==> src/sv/lwfd_pkg.sv <==
// shared widths, defaults and reset values for the longest-window block
package lwfd_pkg;

  localparam int unsigned     MAX_KINDS_DEF = 4;
  localparam longint unsigned SEQ_MAX_DEF   = 64'd65536;

  localparam int VAL_W     = 32;
  localparam int LEN_W     = 17;
  localparam int CFG_W     = 3;
  localparam int OUT_DAT_W = 40;

  localparam logic [CFG_W-1:0] KINDS_RESET = 3'd2;

endpackage

==> src/sv/longest_window_few_distinct.sv <==
// longest run of consecutive items holding at most kinds_allowed distinct values
// a beat accepted into the input stage is registered into the result stage once that is free
// throughput: one beat per cycle while m_tready holds; combinational lookup, registered update
// the table of kinds and the window counters live in registers updated once per item
// rst (synchronous, active high) clears the sequence state, both stages and sets
// kinds_allowed back to 2; the table contents are not cleared, only their used bits
module longest_window_few_distinct
  import lwfd_pkg::*;
#(
  parameter int unsigned     MAX_KINDS = MAX_KINDS_DEF,
  parameter longint unsigned SEQ_MAX   = SEQ_MAX_DEF
) (
  input  logic                 clk,
  input  logic                 rst,
  // configuration write channel
  input  logic                 cfg_valid,
  output logic                 cfg_ready,
  input  logic [CFG_W-1:0]     cfg_data,      // kinds_allowed
  // input stream
  input  logic                 s_tvalid,
  output logic                 s_tready,
  input  logic [VAL_W-1:0]     s_tdata,       // [31:0] item_value
  input  logic                 s_tlast,       // seq_end
  // result stream
  output logic                 m_tvalid,
  input  logic                 m_tready,
  output logic [OUT_DAT_W-1:0] m_tdata,       // [16:0] best_length, [33:17] window_length, rest zero
  output logic                 m_tlast,       // final_result
  output logic                 m_tuser        // overflow
);

  // positions run 0..SEQ_MAX-1; the item counter must also hold SEQ_MAX itself
  localparam int POS_W = $clog2(SEQ_MAX);
  localparam int CNT_W = $clog2(MAX_KINDS + 1);
  localparam int IDX_W = (MAX_KINDS > 1) ? $clog2(MAX_KINDS) : 1;
  localparam int CMP_W = (CNT_W > CFG_W) ? CNT_W : CFG_W;

  localparam logic [POS_W:0] SEQ_MAX_P  = (POS_W + 1)'(SEQ_MAX);
  localparam logic [POS_W:0] LAST_POS_P = (POS_W + 1)'(SEQ_MAX - 1);

  // configuration register
  logic [CFG_W-1:0] kinds_allowed;

  // kind table: values and positions written only on use, used bits reset
  logic [VAL_W-1:0]   kind_value    [MAX_KINDS];
  logic [POS_W-1:0]   kind_last_pos [MAX_KINDS];
  logic [MAX_KINDS-1:0] kind_used, kind_used_next;

  // sequence counters
  logic [POS_W-1:0] window_start, window_start_next;
  logic [POS_W:0]   position, position_next;
  logic [POS_W:0]   best_so_far, best_so_far_next;
  logic             overflow_seen, overflow_seen_next;

  // input stage
  logic             in_valid;
  logic [VAL_W-1:0] in_value;
  logic             in_last;

  // result stage
  logic             out_valid;
  logic [POS_W:0]   out_best;
  logic [POS_W:0]   out_wlen;
  logic             out_last;
  logic             out_ovf;

  logic advance;

  // table write port for this item
  logic             tbl_we;
  logic [IDX_W-1:0] tbl_idx;

  // lookup results
  logic             hit_found, free_found, old_found, room;
  logic [IDX_W-1:0] hit_idx, free_idx, old_idx;
  logic [POS_W-1:0] old_pos;
  logic [CNT_W-1:0] used_cnt;
  logic [POS_W:0]   cur, new_start, ws_ext, wlen;
  logic [CMP_W-1:0] limit;

  // input stage frees itself whenever its beat moves into the result stage
  assign advance   = in_valid && (!out_valid || m_tready);
  assign s_tready  = !in_valid || advance;
  assign cfg_ready = 1'b1;

  always_ff @(posedge clk) begin
    if (rst) begin
      kinds_allowed <= KINDS_RESET;
    end else if (cfg_valid) begin
      kinds_allowed <= cfg_data;
    end
  end

  always_ff @(posedge clk) begin
    if (rst) begin
      in_valid <= 1'b0;
    end else if (s_tvalid && s_tready) begin
      in_valid <= 1'b1;
    end else if (advance) begin
      in_valid <= 1'b0;
    end
  end

  always_ff @(posedge clk) begin
    if (s_tvalid && s_tready) begin
      in_value <= s_tdata;
      in_last  <= s_tlast;
    end
  end

  // lookup, allocation or eviction, and window update for the item in the input stage
  always_comb begin
    hit_found = 1'b0;
    hit_idx   = '0;
    free_found = 1'b0;
    free_idx   = '0;
    used_cnt   = '0;
    old_found  = 1'b0;
    old_idx    = '0;
    old_pos    = '0;
    tbl_we     = 1'b0;
    tbl_idx    = '0;
    new_start  = '0;

    kind_used_next     = kind_used;
    position_next      = position;
    overflow_seen_next = overflow_seen;

    // past the position range the item sits on the last position
    if (position < SEQ_MAX_P) begin
      cur           = position;
      position_next = position + (POS_W + 1)'(1);
    end else begin
      cur                = LAST_POS_P;
      overflow_seen_next = 1'b1;
    end

    for (int i = 0; i < MAX_KINDS; i++) begin
      if (kind_used[i]) begin
        used_cnt = used_cnt + CNT_W'(1);
        if (!hit_found && kind_value[i] == in_value) begin
          hit_found = 1'b1;
          hit_idx   = IDX_W'(i);
        end
      end else if (!free_found) begin
        free_found = 1'b1;
        free_idx   = IDX_W'(i);
      end
    end

    // oldest entry, lowest index on ties
    for (int i = 0; i < MAX_KINDS; i++) begin
      if (kind_used[i] && (!old_found || kind_last_pos[i] < old_pos)) begin
        old_found = 1'b1;
        old_idx   = IDX_W'(i);
        old_pos   = kind_last_pos[i];
      end
    end

    // a limit of zero behaves as one
    limit = (kinds_allowed == '0) ? CMP_W'(1) : CMP_W'(kinds_allowed);
    room  = free_found && (CMP_W'(used_cnt) < limit);

    ws_ext = {1'b0, window_start};
    if (hit_found) begin
      tbl_we  = 1'b1;
      tbl_idx = hit_idx;
    end else if (room) begin
      tbl_we  = 1'b1;
      tbl_idx = free_idx;
      kind_used_next[free_idx] = 1'b1;
    end else if (old_found) begin
      tbl_we    = 1'b1;
      tbl_idx   = old_idx;
      new_start = {1'b0, old_pos} + (POS_W + 1)'(1);
      if (new_start > ws_ext) begin
        ws_ext = new_start;
      end
    end

    // window never starts past the current item
    if (ws_ext > cur) begin
      ws_ext = cur;
    end
    window_start_next = ws_ext[POS_W-1:0];
    wlen              = cur - ws_ext + (POS_W + 1)'(1);
    best_so_far_next  = (wlen > best_so_far) ? wlen : best_so_far;
  end

  // table payload, no reset
  always_ff @(posedge clk) begin
    if (advance && tbl_we) begin
      kind_value[tbl_idx]    <= in_value;
      kind_last_pos[tbl_idx] <= cur[POS_W-1:0];
    end
  end

  // sequence state; the final item of a sequence returns it to reset
  always_ff @(posedge clk) begin
    if (rst) begin
      kind_used     <= '0;
      window_start  <= '0;
      position      <= '0;
      best_so_far   <= (POS_W + 1)'(1);
      overflow_seen <= 1'b0;
    end else if (advance) begin
      if (in_last) begin
        kind_used     <= '0;
        window_start  <= '0;
        position      <= '0;
        best_so_far   <= (POS_W + 1)'(1);
        overflow_seen <= 1'b0;
      end else begin
        kind_used     <= kind_used_next;
        window_start  <= window_start_next;
        position      <= position_next;
        best_so_far   <= best_so_far_next;
        overflow_seen <= overflow_seen_next;
      end
    end
  end

  // result stage holds its beat until the master side takes it
  always_ff @(posedge clk) begin
    if (rst) begin
      out_valid <= 1'b0;
    end else if (advance) begin
      out_valid <= 1'b1;
    end else if (m_tready) begin
      out_valid <= 1'b0;
    end
  end

  always_ff @(posedge clk) begin
    if (advance) begin
      out_best <= best_so_far_next;
      out_wlen <= wlen;
      out_last <= in_last;
      out_ovf  <= overflow_seen_next;
    end
  end

  // lengths leave as LEN_W-bit fields whatever the position width
  logic [POS_W+LEN_W:0] best_wide, wlen_wide;
  assign best_wide = (POS_W + LEN_W + 1)'(out_best);
  assign wlen_wide = (POS_W + LEN_W + 1)'(out_wlen);

  assign m_tvalid = out_valid;
  assign m_tdata  = {(OUT_DAT_W - 2 * LEN_W)'(0), wlen_wide[LEN_W-1:0], best_wide[LEN_W-1:0]};
  assign m_tlast  = out_last;
  assign m_tuser  = out_ovf;

endmodule

==> config.mk <==
export PLATFORM = sky130hd
export DESIGN_NAME = longest_window_few_distinct
export DESIGN_NICKNAME = d
export VERILOG_FILES = /design/src/sv/lwfd_pkg.sv /design/src/sv/longest_window_few_distinct.sv
export SDC_FILE = /design/constraint.sdc
export NUM_CORES = 1
export LEC_CHECK = 0
export BUFFER_PORTS_ARGS = -buffer_cell sky130_fd_sc_hd__buf_2
export CAP_MARGIN = 5
export CORE_MARGIN = 2
export CORE_UTILIZATION = 50
export DETAILED_ROUTE_END_ITERATION = 16
export GPL_TIMING_DRIVEN = 1
export PLACE_DENSITY = 0.75
export SLEW_MARGIN = 40
export SYNTH_ARGS = -nofsm -noshare
export SYNTH_HDL_FRONTEND = slang
export SYNTH_SLANG_ARGS = --single-unit
==> constraint.sdc <==
create_clock -name clk -period 22 [get_ports clk]
set_input_delay 0 -clock clk [delete_from_list [all_inputs] [get_ports clk]]
set_output_delay 0 -clock clk [all_outputs]
set_load 0.02 [all_outputs]
## Word level (Yosys, flattened, before mapping)

Memories as Yosys holds them, arrays and structs flattened.
Cells that the tools add are included.

- Add/subtract/negate cells: 7
- Order comparisons: 10
- Equality and inequality tests: 5
- Multiplexer cells: 70
- Bitwise logic cells: 1
- Reduce and logical (&&, ||, !) cells: 31

Operators with widths:

| operator | count |
|---|---|
| $mux 17 | 10 |
| $eq 32x32->1 | 4 |
| $mux 16 | 5 |
| $lt 16x16->1 | 3 |
| $add 17x1->17 const B | 2 |
| $gt 17x17->1 | 2 |
| $mux 1 | 34 |
| $mux 2 | 13 |
| $add 16x1->17 const B | 1 |
| $gt 17x16->1 | 1 |
| $lt 17x17->1 const B | 1 |
| $sub 17x17->17 | 1 |
| $mux 3 | 4 |
| $mux 4 | 3 |
| $logic_and 1x1->1 | 11 |
| $add 3x1->3 const B | 3 |
| $logic_not 1->1 | 8 |
| $reduce_bool 2->1 | 4 |
| $logic_or 1x1->1 | 5 |
| $or 4x4->4 | 1 |
| $logic_not 3->1 | 1 |
| $lt 2x3->1 const B | 1 |
| $lt 3x3->1 | 1 |
| $reduce_and 3->1 | 1 |
| other kinds (4) | 4 |

- Flip-flop bits (word level): 129
- RAM bits: 192
- Input port bits: 41
- Output and inout port bits: 45
- Word-level logic and storage cells: 140
- Memories: 2

Memories:

| name | words | width | rd ports | clocked after Yosys merged registers in | write ports | line | RTL |
|---|---|---|---|---|---|---|---|
| kind_value | 4 | 32 | 4 | 0 | 1 | longest_window_few_distinct.sv:45 | `logic [VAL_W-1:0] kind_value [MAX_KINDS];` |
| kind_last_pos | 4 | 16 | 4 | 0 | 1 | longest_window_few_distinct.sv:46 | `logic [POS_W-1:0] kind_last_pos [MAX_KINDS];` |

## Longest topological paths before layout

An unclocked memory read counts as a cell.

- Word-level depth: 27
- Depth in mapped cells: 91
- Depth with buffers taken out: 78

## Worst setup path after synthesis

No wires, ideal clock.

- Kind: reg-to-reg
- From: register kind_used[0]
- To: register best_so_far[10]
- Setup time: 0.117 ns
- Arrival time: 17.561 ns
- Data required time: 21.883 ns
- Setup slack: 4.322 ns
- Stages on the path, launching flop included: 88
- Buffers on the path: 12
- Clock period less this slack: 17.678 ns
- Cells stage by stage: dfxtp_1 -> buf_4 -> clkbuf_1 -> clkbuf_1 -> nand2_1 -> ha_1 -> nand4_2 -> nor3_1 -> or3_4 -> o22ai_2 -> buf_2 -> buf_2 -> buf_1 -> nor2_1 -> a21oi_1 -> ha_1 -> a21oi_1 -> o21ai_0 -> (+52 left out) -> a21oi_1 -> o21bai_1 -> a21oi_1 -> o21bai_1 -> a21oi_1 -> o21bai_1 -> a21oi_1 -> o21ai_0 -> or4_1 -> nand3_1 -> ha_1 -> a21o_1 -> a21oi_1 -> o21ai_0 -> o21ai_1 -> clkbuf_1 -> mux2_2 -> a22o_1

- Longest elaborated chain between the ends: 26
- Elaborated cells between the ends (all ways): 59
- Classes of those cells: add/sub: 6; order compare: 7; mux: 30; reduce/logical: 16

Ends and longest elaborated chain:

| what | line | RTL |
|---|---|---|
| start: declaration | longest_window_few_distinct.sv:47 | `logic [MAX_KINDS-1:0] kind_used, kind_used_next;` |
| start signal: assignment | longest_window_few_distinct.sv:214 | `kind_used <= kind_used_next;` |
| $mux 16 / $mux 1 (equally long branches) | longest_window_few_distinct.sv:153, longest_window_few_distinct.sv:139 |  |
| $lt 16x16->1 / $logic_not 1->1 (equally long branches) | longest_window_few_distinct.sv:153 | `if (kind_used[i] && (!old_found \|\| kind_last_pos[i] < old_pos)) begin` |
| $logic_or 1x1->1 | longest_window_few_distinct.sv:153 |  |
| $logic_and 1x1->1 | longest_window_few_distinct.sv:153 |  |
| $mux 16 / $mux 1 (equally long branches) | longest_window_few_distinct.sv:153 |  |
| $lt 16x16->1 / $logic_not 1->1 (equally long branches) | longest_window_few_distinct.sv:153 |  |
| $logic_or 1x1->1 | longest_window_few_distinct.sv:153 |  |
| $logic_and 1x1->1 | longest_window_few_distinct.sv:153 |  |
| (+12 left out) | n/a |  |
| $mux 17 (*) | longest_window_few_distinct.sv:182 | `if (ws_ext > cur) begin` |
| $sub 17x17->17 (*) | longest_window_few_distinct.sv:186 | `wlen = cur - ws_ext + (POS_W + 1)'(1);` |
| $add 17x1->17 (*) | longest_window_few_distinct.sv:186 |  |
| named net wlen[15] | longest_window_few_distinct.sv:78 | `logic [POS_W:0] cur, new_start, ws_ext, wlen;` |
| $gt 17x17->1 (*) | longest_window_few_distinct.sv:187 | `best_so_far_next = (wlen > best_so_far) ? wlen : best_so_far;` |
| $mux 17 (*) | longest_window_few_distinct.sv:187 |  |
| named net best_so_far_next[10] | longest_window_few_distinct.sv:52 | `logic [POS_W:0] best_so_far, best_so_far_next;` |
| $mux 17 (*) | longest_window_few_distinct.sv:207 | `if (in_last) begin` |
| end signal: assignment | longest_window_few_distinct.sv:204 | `best_so_far <= (POS_W + 1)'(1);` |
| end signal: assignment | longest_window_few_distinct.sv:211 | `best_so_far <= (POS_W + 1)'(1);` |
| end signal: assignment | longest_window_few_distinct.sv:217 | `best_so_far <= best_so_far_next;` |
| end: declaration | longest_window_few_distinct.sv:52 |  |

The timed path passes the listed nets; every way through them passes the cells marked *.
A chain may end at the register's enable or synchronous reset.

## Worst setup path in the final report

- From: register kind_used[0]
- To: register best_so_far[12]

Same word-level chain as after synthesis.

==> impl_results.md <==
* Top area cells in the synthesized netlist: edfxtp_1 45%, ha_1 9.7%, dfxtp_1 6.9%
* Setup Buffers After CTS at 0
* Hold_sp: s_tdata[29]
* Hold Path Depth at 2
* Layout cells sized above 1 at 0.130
* Fin. Hold Viols at 0
* Flop2flop setup slack at 2.61 ns
* Dominant synthesized flop cell: edfxtp_1
* Final worst path period need at 19.39 ns
* Period utilisation layout at 0.881
* Hold_buf cts at 48
* Pins over their slew limit at 0
* Global Route Usage Sum at 0.247
* Fin cells at 2118
* Total CTS buffers at 37
* Yosys reg bits at 321
* Routed wire length per instance at 20.8 microns
* CTS tree: done
* Post-place setup slack at 2.36 ns
* CP Launch Type: flop
* CP max FO at 29
* Row count at 68
* IO Count at 86
* Register area share after synthesis at 0.520
* VDD IR max at 0.0854 mV
* Die ar. at 0.0363 sq mm
* CP endpoint kind: flop
* Total negative slack at 0 ns
* Die W at 190 microns
* Most numerous cell in the Yosys netlist: edfxtp_1
* Cell area power density at 81.4 mW/mm^2
* Synth cell types at 91
* YS warnings at 0
* Worst r2r dst: best_so_far[12]$_SDFFE_PP0P_
* CORE AREA at 0.0344 sq mm
* Worst setup margin at 2.61 ns
* Port buffer count at 78
* DR DRC count at 0
* Highest-delay cell along the critical path: dfxtp_2
* Total placed cells including tap cells at 2003
* Final ANT Viol Nets at 0
* Post-synthesis cell count at 1496
* CP arrival at 19.82 ns
* Initial antenna violation count at 0
* Detailed placer's ending HPWL at 31100 microns
* Worst-skew pair later-pin latency at 0.54 ns
* Setup Crit Path Kind: reg2reg
* Outcome: complete, no violations
* Total gr overflow at 0
* Crit-path max cell delay at 0.69 ns
* PostCTS Resize Cnt at 0
* Pin count of the biggest net entering global routing at 41
* Height of the chip at 190 microns
* Clock Skew at 0.0261 ns
* H-Tree Depth at 2
* MaxCap Viol Count at 0
* Worst Tran Pin Value at 0.845 ns
* Final hold slack at 0.169 ns
* Initial Util at 0.506
* Pre-Repair DR Iteration Count at 6
* Drt total wl at 44100 microns
* Syn Area/Cell at 11.6 sq um
* Number of global-route vias before repair at 12.3k
* FF-to-FF Start: kind_used[0]$_SDFFE_PP0P_
* Initial DRC Count at 1126
* Worst EP required at 22.43 ns
* Synthesized area at 0.0174 sq mm
* R2R depth at 74
* Worst-path clk slew at 0.06 ns
* Fmax at 0.0516 GHz
* Root Buffer: clkbuf_16
* Global-route wire length before repair at 68900 microns
* Setup Viol. Count Final at 0
* Diode count at 0
* Hold EP: in_value[29]$_DFFE_PP_
* Hold WC Path Type: in2reg
* Synth top area share at 0.451
* Final GP Congestion at 0.912
* Drt via density at 5.86
* Nets@finish at 1812
* Synth cell count leaders: 261 x edfxtp_1, 135 x ha_1, 109 x xor2_1
* Rel. slew slack at 0.431
* Lkg Pwr at 7.51 nW
* Post-synth EDFFs at 261
* FFs w/ async S/R, synth at 0
* Clock Tree Buf Depth at 3
* CTS sink count at 321
* Cell taking the most area after synthesis: edfxtp_1
* RSZ-0062 raised after global routing: false
* Layout Utilization at 0.580
* DR vias at 12.4k
* Layout area overhead at 14.7%
==> area by class of cell <==
class	count	area [sq um]
Fill cell	2781	14400
Tap cell	455	569
Sequential cell	321	9040
Timing Repair Buffer	135	938
Clock buffer	54	1010
Clock inverter	13	171
Inverter	88	330
Multi-Input combinational cell	1052	7890
==> layer usage <==
layer  wire, microns  vias to the layer above  GRT usage  part of all wire
li1                -                     5842          -                 -
met1           19200                     6008      0.336              0.43
met2           20900                      481      0.404              0.47
met3            2710                       82     0.0339             0.061
met4            1350                        0     0.0880             0.031
met5               0                        -          0                 0
==> cells in the final DEF, fill, tap and decap left out, types with 13 or more instances in the layout <==
master / instances
a21o_1: 15
a21oi_1: 74
a22o_1: 15
and3_1: 14
buf_2: 78
clkbuf_1: 16
clkbuf_16: 38
dfxtp_1: 59
dlygate4sd3_1: 48
edfxtp_1: 261
ha_1: 135
inv_1: 87
mux2_2: 39
mux2i_1: 15
nand2_1: 90
nand3_1: 40
nand4_1: 36
nor2_1: 85
nor3_1: 23
nor4_1: 27
o21a_1: 28
o21ai_0: 61
or2_2: 13
xnor2_1: 58
xor2_1: 109
==> critical path, delay by kind of cell, from the launching register on <==
kind | cells | cell delay (ns)
AOI/OAI and AO/OA | 37 | 8.19
and+or+nand+nor | 18 | 4.78
adders and majority gates | 10 | 3.10
muxes | 6 | 1.99
DFF | 1 | 0.69
buffers and inverters | 2 | 0.28
xor gates and xnor gates | 1 | 0.19
==> logic make-up (layout without fill, tap and decap cells) <==
group           Yosys count  count (layout)  synth area share
flops                   321             321             0.520
buf+inv                 128             290            0.0307
fa+ha+maj               136             136            0.0983
other cells               2               7          0.000432
mux                      54              54            0.0339
xor+xnor                167             167            0.0841
simple gates            391             391             0.115
compound gates          297             297             0.118
==> how the worst max path moves through the flow <==
stage	end	startpoint	cells past startpoint	slack, ns
finish	best_so_far[12]$_SDFFE_PP0P_	kind_used[0]$_SDFFE_PP0P_	74	2.61
global route	best_so_far[2]$_SDFFE_PP0P_	kind_used[0]$_SDFFE_PP0P_	73	1.17
CTS	best_so_far[12]$_SDFFE_PP0P_	kind_used[0]$_SDFFE_PP0P_	74	2.29
detailed placement	best_so_far[12]$_SDFFE_PP0P_	kind_used[0]$_SDFFE_PP0P_	74	2.36
global placement	best_so_far[1]$_SDFFE_PP0P_	kind_used[0]$_SDFFE_PP0P_	73	2.10
floorplan	best_so_far[10]$_SDFFE_PP0P_	kind_used[0]$_SDFFE_PP0P_	87	4.32
==> where the power goes <==
group / leakage (nW) / switching (mW) / internal, mW
Clock: 0.563 / 0.246 / 0.357
Sequential: 2.91 / 0.0238 / 0.699
Combinational: 4.04 / 0.167 / 0.130
Total: 7.51 / 0.437 / 1.19
==> flip-flops by register name, summed over array words and instances, names as in the netlist, 4 cells and up <==
name,count
out_wlen,17
position,17
window_start,16
kind_used,4
out_best,17
kind_last_pos,64
in_value,32
best_so_far,17
kind_value,128
==> per-stage QoR <==
step           cell area, sq um  power, mW
6_report                  20000       1.62
3_5_place_dp              18300       1.02
2_1_floorplan             17400      0.942
3_3_place_gp              18300       1.01
4_1_cts                   19900       1.63
5_1_grt                   20000       1.69
Power figures use the tool's default switching activity.
